**src/rtl/itaf_pkg.sv**
```systemverilog
package itaf_pkg;

    // widths and sizes
    localparam int VALUE_WIDTH  = 64;
    localparam int MAX_CHARS    = 20;
    localparam int INPUT_W      = 64;
    localparam int NUM_DIGITS   = 20;
    localparam int HEX_W        = NUM_DIGITS * 4;
    localparam int CHAR_COUNT_W = 5;
    localparam int REMAIN_W     = $clog2(NUM_DIGITS + 1);
    localparam int BIT_CNT_W    = $clog2(VALUE_WIDTH + 1);
    localparam int PFX_IDX_W    = 3;

    // ascii codes
    localparam logic [7:0] CHAR_ZERO   = 8'h30;
    localparam logic [7:0] CHAR_A_BASE = 8'h57;
    localparam logic [7:0] CHAR_MINUS  = 8'h2d;
    localparam logic [7:0] CHAR_X      = 8'h78;
    localparam logic [7:0] CHAR_LPAREN = 8'h28;
    localparam logic [7:0] CHAR_N      = 8'h6e;
    localparam logic [7:0] CHAR_I      = 8'h69;
    localparam logic [7:0] CHAR_L      = 8'h6c;
    localparam logic [7:0] CHAR_RPAREN = 8'h29;

    typedef enum logic [1:0] {
        CMD_SIGNED   = 2'd0,
        CMD_UNSIGNED = 2'd1,
        CMD_HEX      = 2'd2,
        CMD_POINTER  = 2'd3
    } cmd_t;

    typedef enum logic [1:0] {
        PFX_NONE  = 2'd0,
        PFX_MINUS = 2'd1,
        PFX_HEX   = 2'd2,
        PFX_NIL   = 2'd3
    } prefix_t;

    typedef enum logic [1:0] {
        CELL_HOLD   = 2'd0,
        CELL_LOAD   = 2'd1,
        CELL_DABBLE = 2'd2,
        CELL_MOVE   = 2'd3
    } cell_op_t;

    // control from the sequencer to the digit chain
    typedef struct packed {
        cell_op_t op;
        logic     bit_in;
    } chain_ctrl_t;

    // digit 0..15 to its lowercase ascii character
    function automatic logic [7:0] ascii_of(input logic [3:0] d);
        logic [7:0] base;
        base = (d < 4'd10) ? CHAR_ZERO : CHAR_A_BASE;
        return base + {4'b0000, d};
    endfunction

    // number of characters in front of the digits
    function automatic logic [PFX_IDX_W-1:0] prefix_len(input prefix_t p);
        logic [PFX_IDX_W-1:0] n;
        case (p)
            PFX_MINUS: n = PFX_IDX_W'(1);
            PFX_HEX:   n = PFX_IDX_W'(2);
            PFX_NIL:   n = PFX_IDX_W'(5);
            default:   n = PFX_IDX_W'(0);
        endcase
        return n;
    endfunction

    // prefix character at a given position
    function automatic logic [7:0] prefix_char(input prefix_t p,
                                               input logic [PFX_IDX_W-1:0] idx);
        logic [7:0] c;
        c = CHAR_ZERO;
        case (p)
            PFX_MINUS: c = CHAR_MINUS;
            PFX_HEX:   c = (idx == PFX_IDX_W'(0)) ? CHAR_ZERO : CHAR_X;
            PFX_NIL:
            begin
                case (idx)
                    3'd0:    c = CHAR_LPAREN;
                    3'd1:    c = CHAR_N;
                    3'd2:    c = CHAR_I;
                    3'd3:    c = CHAR_L;
                    default: c = CHAR_RPAREN;
                endcase
            end
            default:   c = CHAR_ZERO;
        endcase
        return c;
    endfunction

endpackage

```
**src/rtl/integer_to_ascii_formatter.sv**
```systemverilog
// channel   signals                            handshake
// input     command, value                     accepted when start && !busy
// result    character, last, char_count        one cycle each, marked by strobe
//
// decimal items: accept, a double-dabble step per value bit (VALUE_WIDTH, 64) in the
// digit chain, the prefix if any, then a walk of the chain top first
// (leading zeros are dropped silently, at most one character per cycle).
// hex and pointer items skip the dabble phase; "(nil)" is five prefix characters.
// rst_n clears the sequencer and the result strobe at once; the digit cells
// carry no reset. results cannot be stalled; busy falls with the last one.
module integer_to_ascii_formatter (
    input  logic                                clk,
    input  logic                                rst_n,
    input  logic                                start,
    output logic                                busy,
    input  logic [1:0]                          command,
    input  logic [itaf_pkg::INPUT_W-1:0]        value,
    output logic                                strobe,
    output logic [7:0]                          character,
    output logic                                last,
    output logic [itaf_pkg::CHAR_COUNT_W-1:0]   char_count
);
    import itaf_pkg::*;

    typedef enum logic [3:0] {
        S_IDLE    = 4'b0001,
        S_CONVERT = 4'b0010,
        S_PREFIX  = 4'b0100,
        S_DIGITS  = 4'b1000
    } state_t;

    state_t                  state_reg, state_next;
    prefix_t                 prefix_reg, prefix_next;
    logic [PFX_IDX_W-1:0]    pfx_idx_reg, pfx_idx_next;
    logic [CHAR_COUNT_W-1:0] emitted_reg, emitted_next;
    logic [REMAIN_W-1:0]     remain_reg, remain_next;
    logic [BIT_CNT_W-1:0]    bit_cnt_reg, bit_cnt_next;
    logic [VALUE_WIDTH-1:0]  shift_reg, shift_next;
    logic                    strobe_reg, strobe_next;
    logic                    last_reg, last_next;
    logic [CHAR_COUNT_W-1:0] count_reg, count_next;
    logic [7:0]              char_reg, char_next;

    chain_ctrl_t                chain_ctrl;
    logic [NUM_DIGITS-1:0][3:0] load_digits;
    logic [3:0]                 top_digit;

    cmd_t                    cmd;
    logic [VALUE_WIDTH-1:0]  masked;
    logic [31:0]             low_word;
    logic [31:0]             mag32;
    logic [HEX_W-1:0]        hex_ext;
    logic [CHAR_COUNT_W-1:0] emitted_inc;
    logic                    digit_fin;

    // input decode
    assign cmd      = cmd_t'(command);
    assign masked   = value[VALUE_WIDTH-1:0];
    assign low_word = value[31:0];
    assign mag32    = low_word[31] ? (~low_word + 32'd1) : low_word;
    assign hex_ext  = HEX_W'(masked);

    assign emitted_inc = emitted_reg + CHAR_COUNT_W'(1);
    assign digit_fin   = (remain_reg == REMAIN_W'(1)) ||
                         (emitted_inc == CHAR_COUNT_W'(MAX_CHARS));

    // hex and pointer digits load straight into the cells, decimal starts from zero
    always_comb
    begin
        for (int i = 0; i < NUM_DIGITS; i++)
        begin
            load_digits[i] = ((cmd == CMD_HEX) || (cmd == CMD_POINTER)) ?
                             hex_ext[4*i +: 4] : 4'd0;
        end
    end

    // sequencer
    always_comb
    begin
        state_next      = state_reg;
        prefix_next     = prefix_reg;
        pfx_idx_next    = pfx_idx_reg;
        emitted_next    = emitted_reg;
        remain_next     = remain_reg;
        bit_cnt_next    = bit_cnt_reg;
        shift_next      = shift_reg;
        strobe_next     = 1'b0;
        last_next       = 1'b0;
        count_next      = '0;
        char_next       = char_reg;
        chain_ctrl.op   = CELL_HOLD;
        chain_ctrl.bit_in = shift_reg[VALUE_WIDTH-1];

        case (state_reg)
            S_IDLE:
            begin
                if (start)
                begin
                    chain_ctrl.op = CELL_LOAD;
                    pfx_idx_next  = '0;
                    emitted_next  = '0;
                    remain_next   = REMAIN_W'(NUM_DIGITS);
                    bit_cnt_next  = BIT_CNT_W'(VALUE_WIDTH);
                    shift_next    = (cmd == CMD_SIGNED) ? VALUE_WIDTH'(mag32) : masked;
                    case (cmd)
                        CMD_SIGNED:  prefix_next = low_word[31] ? PFX_MINUS : PFX_NONE;
                        CMD_POINTER: prefix_next = (masked == '0) ? PFX_NIL : PFX_HEX;
                        default:     prefix_next = PFX_NONE;
                    endcase
                    if ((cmd == CMD_SIGNED) || (cmd == CMD_UNSIGNED))
                    begin
                        state_next = S_CONVERT;
                    end
                    else if (cmd == CMD_POINTER)
                    begin
                        state_next = S_PREFIX;
                    end
                    else
                    begin
                        state_next = S_DIGITS;
                    end
                end
            end

            S_CONVERT:
            begin
                chain_ctrl.op = CELL_DABBLE;
                shift_next    = {shift_reg[VALUE_WIDTH-2:0], 1'b0};
                bit_cnt_next  = bit_cnt_reg - BIT_CNT_W'(1);
                if (bit_cnt_reg == BIT_CNT_W'(1))
                begin
                    state_next = (prefix_reg == PFX_NONE) ? S_DIGITS : S_PREFIX;
                end
            end

            S_PREFIX:
            begin
                strobe_next  = 1'b1;
                char_next    = prefix_char(prefix_reg, pfx_idx_reg);
                emitted_next = emitted_inc;
                pfx_idx_next = pfx_idx_reg + PFX_IDX_W'(1);
                if (pfx_idx_reg == prefix_len(prefix_reg) - PFX_IDX_W'(1))
                begin
                    if (prefix_reg == PFX_NIL)
                    begin
                        last_next  = 1'b1;
                        count_next = emitted_inc;
                        state_next = S_IDLE;
                    end
                    else
                    begin
                        state_next = S_DIGITS;
                    end
                end
            end

            S_DIGITS:
            begin
                chain_ctrl.op = CELL_MOVE;
                remain_next   = remain_reg - REMAIN_W'(1);
                // drop leading zeros, but always keep the final digit
                if (!((top_digit == 4'd0) && (remain_reg > REMAIN_W'(1))) ||
                    (emitted_reg != '0 && prefix_reg == PFX_NONE))
                begin
                    strobe_next  = 1'b1;
                    char_next    = ascii_of(top_digit);
                    emitted_next = emitted_inc;
                    if (digit_fin)
                    begin
                        last_next  = 1'b1;
                        count_next = emitted_inc;
                        state_next = S_IDLE;
                    end
                end
                else if ((top_digit != 4'd0) || (remain_reg == REMAIN_W'(1)))
                begin
                    strobe_next = 1'b0;
                end
            end

            default:
            begin
                state_next = S_IDLE;
            end
        endcase

        // once a digit went out every following one is printed, zero or not
        if ((state_reg == S_DIGITS) && (emitted_reg > CHAR_COUNT_W'(0)) &&
            (emitted_reg != CHAR_COUNT_W'(prefix_len(prefix_reg))))
        begin
            strobe_next  = 1'b1;
            char_next    = ascii_of(top_digit);
            emitted_next = emitted_inc;
            last_next    = digit_fin;
            count_next   = digit_fin ? emitted_inc : '0;
            state_next   = digit_fin ? S_IDLE : S_DIGITS;
        end
    end

    itaf_digit_chain u_chain (
        .clk         (clk),
        .ctrl        (chain_ctrl),
        .load_digits (load_digits),
        .top_digit   (top_digit)
    );

    // control and result registers
    always_ff @(posedge clk or negedge rst_n)
    begin
        if (!rst_n)
        begin
            state_reg  <= S_IDLE;
            strobe_reg <= 1'b0;
            last_reg   <= 1'b0;
            count_reg  <= '0;
        end
        else
        begin
            state_reg  <= state_next;
            strobe_reg <= strobe_next;
            last_reg   <= last_next;
            count_reg  <= count_next;
        end
    end

    // datapath registers
    always_ff @(posedge clk)
    begin
        prefix_reg  <= prefix_next;
        pfx_idx_reg <= pfx_idx_next;
        emitted_reg <= emitted_next;
        remain_reg  <= remain_next;
        bit_cnt_reg <= bit_cnt_next;
        shift_reg   <= shift_next;
        char_reg    <= char_next;
    end

    assign busy       = (state_reg != S_IDLE);
    assign strobe     = strobe_reg;
    assign character  = char_reg;
    assign last       = last_reg;
    assign char_count = count_reg;

endmodule

```
**src/rtl/itaf_digit_cell.sv**
```systemverilog
module itaf_digit_cell (
    input  logic             clk,
    input  itaf_pkg::cell_op_t op,
    input  logic [3:0]       load_digit,
    input  logic [3:0]       move_in,
    input  logic             carry_in,
    output logic [3:0]       digit,
    output logic             carry_out
);
    import itaf_pkg::*;

    logic [3:0] digit_reg;
    logic [3:0] digit_next;
    logic [3:0] adjusted;

    // add three before the shift when the digit would pass nine
    assign adjusted  = (digit_reg >= 4'd5) ? (digit_reg + 4'd3) : digit_reg;
    assign carry_out = adjusted[3];
    assign digit     = digit_reg;

    // digit update
    always_comb
    begin
        case (op)
            CELL_LOAD:   digit_next = load_digit;
            CELL_DABBLE: digit_next = {adjusted[2:0], carry_in};
            CELL_MOVE:   digit_next = move_in;
            default:     digit_next = digit_reg;
        endcase
    end

    always_ff @(posedge clk)
    begin
        digit_reg <= digit_next;
    end

endmodule

```
**src/rtl/itaf_digit_chain.sv**
```systemverilog
module itaf_digit_chain (
    input  logic                                   clk,
    input  itaf_pkg::chain_ctrl_t                  ctrl,
    input  logic [itaf_pkg::NUM_DIGITS-1:0][3:0]   load_digits,
    output logic [3:0]                             top_digit
);
    import itaf_pkg::*;

    logic [NUM_DIGITS-1:0][3:0] digits;
    logic [NUM_DIGITS-1:0][3:0] move_in;
    logic [NUM_DIGITS-1:0]      carry_in;
    logic [NUM_DIGITS-1:0]      carry_out;

    // cell 0 is the least significant digit, digits move toward the top cell
    assign move_in[0]  = 4'd0;
    assign carry_in[0] = ctrl.bit_in;

    genvar gi;
    generate
        for (gi = 1; gi < NUM_DIGITS; gi++)
        begin : g_link
            assign move_in[gi]  = digits[gi-1];
            assign carry_in[gi] = carry_out[gi-1];
        end

        for (gi = 0; gi < NUM_DIGITS; gi++)
        begin : g_cell
            itaf_digit_cell u_cell (
                .clk        (clk),
                .op         (ctrl.op),
                .load_digit (load_digits[gi]),
                .move_in    (move_in[gi]),
                .carry_in   (carry_in[gi]),
                .digit      (digits[gi]),
                .carry_out  (carry_out[gi])
            );
        end
    endgenerate

    assign top_digit = digits[NUM_DIGITS-1];

endmodule

```
**config.mk**
```make
export PLATFORM = sky130hd
export DESIGN_NAME = integer_to_ascii_formatter
export DESIGN_NICKNAME = d
export VERILOG_FILES = /design/src/rtl/itaf_pkg.sv /design/src/rtl/integer_to_ascii_formatter.sv /design/src/rtl/itaf_digit_cell.sv /design/src/rtl/itaf_digit_chain.sv
export SDC_FILE = /design/constraint.sdc
export NUM_CORES = 1
export LEC_CHECK = 0
export BUFFER_PORTS_ARGS = -buffer_cell sky130_fd_sc_hd__buf_4
export CORE_MARGIN = 2
export CORE_UTILIZATION = 55
export CTS_BUF_LIST = sky130_fd_sc_hd__clkbuf_8 sky130_fd_sc_hd__clkbuf_16
export DETAILED_ROUTE_END_ITERATION = 7
export PLACE_DENSITY = 0.77
export SETUP_SLACK_MARGIN = 0.02
export SLEW_MARGIN = 25
export SYNTH_ARGS = -nofsm -noshare
export SYNTH_HDL_FRONTEND = slang
export SYNTH_SLANG_ARGS = --single-unit
export TNS_END_PERCENT = 20
```
**constraint.sdc**
```tcl
create_clock -name clk -period 4.4 [get_ports clk]
set_input_delay 0.88 -clock clk [delete_from_list [all_inputs] [get_ports clk]]
set_output_delay 0.88 -clock clk [all_outputs]
set_load 0.01 [all_outputs]
```
# After elaboration in Yosys (flattened, before gate mapping)
# Index checks and enable logic that the tools add are counted.
# word_totals
output_inout_bits	16
elab_cells	249
regBits	185
# classes
n_mux	111
bitwise	1
n_lt_le_gt_ge	23
reduce_logical	28
eq_ne	28
addsub	27
# op_table
operator	n
case mux 4 bit (3 select lines)	20
two-way mux 4 bit	46
two-way mux 64 bit	2
case mux 64 bit (2 select lines)	1
>= comparator 4 x 3 -> 1 bit (second input constant)	20
adder 4 x 2 -> 4 bit (second input constant)	19
zero test 64 bit	1
two-way mux 5 bit	9
adder 32 x 1 -> 32 bit (second input constant)	1
two-way mux 32 bit	1
inverter 32 bit	1
case mux 7 bit (4 select lines)	1
two-way mux 7 bit	3
case mux 7 bit (3 select lines)	1
case mux 5 bit (2 select lines)	2
two-way mux 8 bit	2
case mux 4 bit (4 select lines)	1
case mux 8 bit (2 select lines)	1
case mux 5 bit (3 select lines)	1
case mux 7 bit (2 select lines)	1
== test 2 bit (second input constant)	6
greater-than comparator 5 x 1 -> 1 bit (second input constant)	2
two-way mux 1 bit	10
AND reduction 2 bit	5
other kinds (42)	61

# Logic depth before layout (Yosys ltp)
# Gate-level depths: netlist (run 1).
# logic_depth
ltp_word	8
ltp_mapped	8
depth_no_buf	7

# Hierarchy
# From an unflattened synthesis (run 1), not the netlist that was laid out.
# hier_totals
cells_unflattened	1387
area_unflattened_um2	12813.5
# by_module_without_submodules
mod	area_each_um2	cells_per_inst	n_inst
itaf_digit_cell	324.1	36	20
integer_to_ascii_formatter	6328.6	666	1
itaf_digit_chain	3.8	1	1

# Worst setup path after synthesis (run 1)
# Ideal clock, no wire load.
# synth_timing
path_kind	register to register
startpoint	reg state_reg[0]
endpoint	reg u_chain.g_cell[0].u_cell.digit_reg[0], enable pin
setup_time_ns	0.998
setup_slack_ns	-0.129
path_stages_with_launch	7
arrival_ns	3.531
t_required_ns	3.402
path_cell_list	dfstp_2 -> or4b_1 -> clkbuf_1 -> clkbuf_1 -> clkbuf_1 -> buf_1 -> nand3_1
# synth_via
elab_chain_cells	4
elab_cells_between_ends	8
classes_between	6 x eq/ne; 1 x mux; 1 x reduce/logical
# synth_lines
element	line	rtl
from (decl)	integer_to_ascii_formatter.sv:32	state_t state_reg, state_next;
from (signal assigned)	integer_to_ascii_formatter.sv:219	state_reg <= state_next;
== test 4 bit, or another cell as far along	integer_to_ascii_formatter.sv:94	case (state_reg)
case mux 2 bit (3 select lines) (*)	integer_to_ascii_formatter.sv:94	
== test 2 bit or == test 2 x 1 -> 1 bit (tied branches)	itaf_digit_cell.sv:24	case (op)
nonzero test 3 bit (no line) (*)	n/a	
to (signal assigned)	itaf_digit_cell.sv:34	digit_reg <= digit_next;
to (decl)	itaf_digit_cell.sv:12	logic [3:0] digit_reg;
# Mark *: on every way between the ends. The rest lies on a longest branch, timed or not.
# A chain may end at the register's enable or synchronous reset.

# Worst setup path after layout (run 1)
# layout_timing
startpoint	reg state_reg[2]
endpoint	reg u_chain.g_cell[16].u_cell.digit_reg[3], enable pin
# layout_via
elab_chain_cells	4
elab_cells_between_ends	8
classes_between	6 x eq/ne; 1 x mux; 1 x reduce/logical
# layout_lines
element	line
== test 4 bit, or another cell as far along	integer_to_ascii_formatter.sv:94
case mux 2 bit (3 select lines) (*)	integer_to_ascii_formatter.sv:94
== test 2 bit or == test 2 x 1 -> 1 bit (tied branches)	itaf_digit_cell.sv:24
nonzero test 3 bit (no line) (*)	n/a
to (signal assigned)	itaf_digit_cell.sv:34
to (decl)	itaf_digit_cell.sv:12
# Marks and branches as above.

==> qor.csv, run 1 <==
metric,value,unit
outcome,completed,
final setup TNS,0,ns
VDD IR max,0.365,mV
n_diodes,0,
Synth area leader,edfxtp_1,
Post-synth EDFFs,173,
Hold WC Path Type,in -> async,
register bit count reported by yosys,184,
Critical Path Fanout Max,52,
Syn Inst Count,1133,
Yosys Warn Count,0,
leading cell types by count after synthesis,"173 x edfxtp_1, 146 x nand2_1, 107 x o21ai_0",
crit path max-delay cell type,or4b_2,
DR iter-0 viols,786,
Post-DRT Antenna Nets,0,
post-CTS sizing,0,
vias in the first global route,8505,
Routed met3 length,1.40,mm
Main synth FF type,edfxtp_1,
max reg flops,80,
syn_nets,1266,
Post-CTS Hold Buffers,0,
"count leader, synth",edfxtp_1,
TritonRoute pass-1 iters,5,
"Seq/Total Area, Yosys",0.488,
Clock Latency Late Sink,0.44,ns
ratio of total power to cell area,654,nW/um^2
synthesis-to-layout area growth,13.1,%
wire length on met1,11.2,mm
setup violators final,0,
synth unique cells,60,
share of cells above drive strength 1,0.116,
Post-synth ARST share,0.0598,
max layer used,met4,
mapped cell area,11200,sq um
period utilization,0.687,
Period minus WS final,3.02,ns
total of max-cap violations,0,
Clock Tree Root,clkbuf_16,
clock sink total,184,
Crit path largest cell delay,0.99,ns
Slew HR,0.328,
I/O Buffers,83,
Final nets,1322,
critical path buffer and inverter count,1,
# IOs,85,
wire length of the first global-routing pass,41.7,mm
core footprint,20100,sq um
clock-pin slew on the worst setup and hold paths,0.07,ns
"Cell Chain, Critical Path","or4b_2, nand3_4, buf_4",
row count,52,
gp weighted congestion,0.827,
all-layer global routing usage,0.238,
htree depth,4,
final hold vios,0,
Worst EP required,4.47,ns
die width,147,um
crit path capture type,flip-flop,
startpoint types,flip-flop,
vias per inst,6.10,
crit path kind,reg -> reg,
Initial Util,0.557,
met2 WL,12.8,mm
top cell type's share of synthesized area,0.464,
Leakage,4.76,nW
Worst EP arrival,3.09,ns
Die Y,147,um
syn_area_per_cell,9.89,sq um
total number of vias,8974,
initial antenna violation count,0,
DR DRC count,0,
Max Slew Vio Count,0,
# Post-CTS Setup Buffers,0,
Worst-Margin Slew,1.01,ns
dpl hpwl,17.1,mm
Max Clock Freq,0.331,GHz
Die ar.,21500,sq um
clock buffer depth,2,
cell family with most CP delay,simple AND/OR/NAND/NOR gates,
CTS tree,yes,
WL/cell,17.5,um
RSZ-0062 raised after global routing,no,
gr ovfl total,0,
Fill cells,1633,
top post-synthesis cells by area,"edfxtp_1 46%, ha_1 7.0%, nand2_1 4.9%, o21ai_0 4.8%, a21oi_1 4.4%",
TritonCTS buffer count,17,
final WL,25.8,mm
"Power, Total",0.00829,W
final setup skew,0.0123,ns
pin count of the biggest net entering global routing,90,
metal layers:
metal	vias up	track usage
met5	-	0
met4	0	0.0767
met3	38	0.0401
met2	299	0.406
met1	4385	0.313
li1	4252	-
final timing paths:
path                                                                    end  slack, ns                startpoint  depth (start not counted)
max                        u_chain.g_cell[16].u_cell.digit[3]$_SDFFCE_PP0P_       1.38  state_reg[2]$_DFFE_PN0P_                          3
min                                                 char_count[0]$_DFF_PN0_       0.26                     rst_n                          1
max reg2reg                u_chain.g_cell[16].u_cell.digit[3]$_SDFFCE_PP0P_       1.38  state_reg[2]$_DFFE_PN0P_                          3
min reg2reg                                         shift_reg[55]$_DFFE_PP_       0.51   shift_reg[54]$_DFFE_PP_                          2
max in group asynchronous                          state_reg[0]$_DFFE_PN1P_       3.91                     rst_n                          1
min in group clk                                    shift_reg[55]$_DFFE_PP_       0.51   shift_reg[54]$_DFFE_PP_                          2
per-stage QoR:
| step | cell area (sq um) | utilization | hold slack, ns | cells | setup WS, ns |
|---|---|---|---|---|---|
| finish | 12700 | 0.630 | 0.257 | 1472 | 1.38 |
| global route | 12700 | 0.630 | 0.252 | 1472 | 1.23 |
| CTS | 12700 | 0.630 | 0.253 | 1472 | 1.41 |
| floorplan | 11200 | - | 0.471 | 1133 | 0.733 |
| detailed placement | 12100 | 0.600 | 0.494 | 1440 | 1.33 |
| global placement | 12100 | 0.600 | 0.486 | 1440 | 1.37 |
layout by cell type (no fill, tap or decap), types with 21 or more instances in the layout:
cell / Yosys / final
nand2b_1: 22 / 22
ha_1: 63 / 63
nor3b_1: 23 / 23
edfxtp_1: 173 / 173
xnor2_1: 46 / 46
nor2_1: 82 / 82
buf_4: 1 / 91
clkbuf_16: 0 / 21
a22oi_1: 44 / 44
nand3b_1: 34 / 34
a21oi_1: 99 / 99
inv_1: 59 / 60
o21ai_0: 107 / 107
nand2_1: 146 / 145
report_power, final:
group | switching, W | total (W) | internal, W
Combinational | 0.00182 | 0.00302 | 0.00120
Clock | 0.000704 | 0.00159 | 0.000882
Sequential | 0.000667 | 0.00368 | 0.00301
Total | 0.00319 | 0.00829 | 0.00509
logic make-up (layout without fill, tap and decap cells):
kind of cell / Yosys count / in the layout / synth area share
other: 1 / 1 / 0.000335
AO/OA/AOI/OAI: 326 / 326 / 0.178
flip-flops: 184 / 184 / 0.488
multiplexers: 1 / 1 / 0.000893
AND/OR/NAND/NOR: 380 / 380 / 0.172
adder cells (fa/ha/maj): 64 / 64 / 0.0721
XOR/XNOR: 64 / 64 / 0.0500
buffers and inverters: 113 / 182 / 0.0383
layout make-up:
class                   instances  area, sq um  area share
clock buffers                  22          539      0.0426
clock inverters                10         70.1     0.00553
inverters                      59          221      0.0175
multi-input cells             836         5350       0.422
flip-flops and latches        184         5470       0.432
well taps                     270          338      0.0267
repair buffers                 91          683      0.0539
worst reg2reg max path, cell delays in order (launching register included):
cell and delay [ns]:
dfrtp_1 0.48, or4b_2 0.99, nand3_4 0.46, buf_4 0.69
No activity file was read; power rests on OpenSTA's default activity.
==> inputs of run 2 (changes only) <==
- clock period: 4.4 -> 2.6 ns (I/O delays scaled with it)
==> qor.csv, run 2 (synthesized netlist as in run 1, its figures left out) <==
metric,value,unit,change
final WL,26.0,mm,+0.72%
Hold WC Path Type,in -> reg,,
R2R Path End,char_count[1]$_DFF_PN0_,,
final hold vios,0,,unchanged
worst reg-to-reg path cell count,7,,+4
all-layer global routing usage,0.246,,+0.00736
startpoint types,flip-flop,,
Worst EP arrival,2.69,ns,-0.40 ns
total of max-cap violations,0,,unchanged
cell family with most CP delay,compound AO/OA/AOI/OAI gates,,
HP Start,value[32],,
Worst EP required,2.89,ns,-1.58 ns
vias in the first global route,8551,,+0.54%
DR iter-0 viols,1056,,+34%
max reg flops,80,,unchanged
"most common cell after layout, fill and taps aside",edfxtp_1,,
Clock Tree Root,clkbuf_16,,
Final nets,1343,,+1.6%
clock sink total,184,,unchanged
Crit path largest cell delay,0.47,ns,-0.52 ns
initial antenna violation count,0,,unchanged
FF-to-FF Start,emitted_reg[0]$_DFFE_PP_,,
synthesis-to-layout area growth,14.6,%,
crit path capture type,flip-flop,,
setup violators final,0,,unchanged
Worst Hold Path Cells,2,,
period utilization,0.922,,+0.235
pin count of the biggest net entering global routing,90,,unchanged
final setup TNS,0,ns,unchanged
core footprint,20100,sq um,unchanged
"Cell Chain, Critical Path","inv_1, ha_1, or4b_1, a221o_1, and2_1, o21ai_1, a21boi_0",,
Initial Util,0.557,,unchanged
"commonest non-fill, non-tap cells in the layout","173 x edfxtp_1, 145 x nand2_1, 107 x o21ai_0",,
Worst-Margin Slew,0.687,ns,-0.320 ns
dpl hpwl,17.6,mm,+2.9%
TritonRoute pass-1 iters,5,,unchanged
VDD IR max,0.654,mV,+79%
CTS tree,yes,,
Max Slew Vio Count,0,,unchanged
I/O Buffers,83,,unchanged
clock-pin slew on the worst setup and hold paths,0.07,ns,about the same
crit path kind,reg -> reg,,
Leakage,4.87,nW,+2.2%
Post-DRT Antenna Nets,0,,unchanged
# IOs,85,,unchanged
post-layout util,0.639,,+0.00865
vias per inst,6.05,,-0.80%
n_diodes,0,,unchanged
die width,147,um,unchanged
Die ar.,21500,sq um,unchanged
Clock Latency Late Sink,0.43,ns,about the same
Worst R2R Setup Slack,0.20,ns,-1.17 ns
outcome,completed,,
RSZ-0062 raised after global routing,no,,
wire length of the first global-routing pass,43.1,mm,+3.3%
Max Clock Freq,0.417,GHz,+26%
Worst Hold End,u_chain.g_cell[8].u_cell.digit[0]$_DFFE_PP_,,
Die Y,147,um,unchanged
final setup skew,0.0106,ns,-0.00169 ns
total number of vias,9029,,+0.61%
DR DRC count,0,,unchanged
ratio of total power to cell area,1090,nW/um^2,+67%
critical path buffer and inverter count,1,,unchanged
row count,52,,unchanged
share of cells above drive strength 1,0.128,,+0.0127
gr ovfl total,0,,unchanged
WL/cell,17.4,um,-0.70%
gp weighted congestion,0.852,,+2.9%
Critical Path Fanout Max,5,,-90%
crit path max-delay cell type,or4b_1,,
TritonCTS buffer count,17,,unchanged
htree depth,4,,unchanged
Period minus WS final,2.40,ns,-0.625 ns
Slew HR,0.539,,+0.211
clock buffer depth,2,,unchanged
[run 2: cell types whose count changed in the layout (fill, tap and decap cells not counted), sizes merged]
cell | previous run | this run
buf | 91 | 111
clkbuf | 22 | 19
clkinv | 2 | 4
dlygate4sd3 | 0 | 1
inv | 67 | 68
[run 2: per-layer routing]
layer	global-route usage	routed length (um)	vias to the layer above
li1	-	-	4303
met1	0.346	11300	4374
met2	0.400	12600	323
met3	0.0329	1750	29
met4	0.0748	338	0
met5	0	0	-
[run 2: layout make-up]
type                    instances  area, sq um
fillers                      1570         7260
flip-flops and latches        184         5470
multi-input cells             836         5350
repair buffers                112          918
clock buffers                  19          464
well taps                     270          338
inverters                      59          221
clock inverters                13         78.8
[run 2: power by group]
group / switching [W] / total, W / internal [W]
sequential: 0.00111 / 0.00619 / 0.00508
combinational: 0.00317 / 0.00538 / 0.00221
clock: 0.00113 / 0.00243 / 0.00130
total: 0.00541 / 0.0140 / 0.00858
[run 2: worst reg2reg max path: cells and delay by family, from the launching register on]
kind	cells	cell delay (ns)
AND/OR/NAND/NOR	2	0.65
AO/OA/AOI/OAI	3	0.89
flip-flops	1	0.46
buffers and inverters	1	0.13
adder cells (fa/ha/maj)	1	0.14
[run 2: worst max-delay path by stage]
stage          cells after the start                   startpoint  slack, ns                                     endpoint
2_1_floorplan                      6     state_reg[3]$_DFFE_PN0P_       0.03  u_chain.g_cell[0].u_cell.digit[0]$_DFFE_PP_
3_5_place_dp                       7                    value[16]       0.01                      shift_reg[26]$_DFFE_PP_
5_1_grt                            7  prefix_reg[0]$_SDFFCE_PN0P_       0.07                     emitted_reg[1]$_DFFE_PP_
3_3_place_gp                       7                    value[16]       0.11                      shift_reg[27]$_DFFE_PP_
4_1_cts                            6     emitted_reg[0]$_DFFE_PP_       0.16                       character[0]$_DFFE_PP_
6_report                           7     emitted_reg[0]$_DFFE_PP_       0.20                      char_count[1]$_DFF_PN0_
[run 2: through the flow]
stage / instance area, sq um / hold WS, ns / setup slack (ns) / power, W / cells
after floorplan: 11200 / 0.224 / 0.0316 / 0.00983 / 1133
after global placement: 12300 / 0.359 / 0.106 / 0.0113 / 1460
after detailed placement: 12300 / 0.361 / 0.00974 / 0.0115 / 1460
after CTS: 12800 / 0.402 / 0.158 / 0.0140 / 1493
after global routing: 12800 / 0.407 / 0.0673 / 0.0151 / 1493
final: 12800 / 0.418 / 0.203 / 0.0140 / 1493
[run 2: what timing repair did]
item,4_1_cts,5_1_grt
endpoints found under the setup margin,0,7
hold endpoints to repair,10,0
buffers inserted,0,0
hold buffers,1,0
resized for setup,0,1
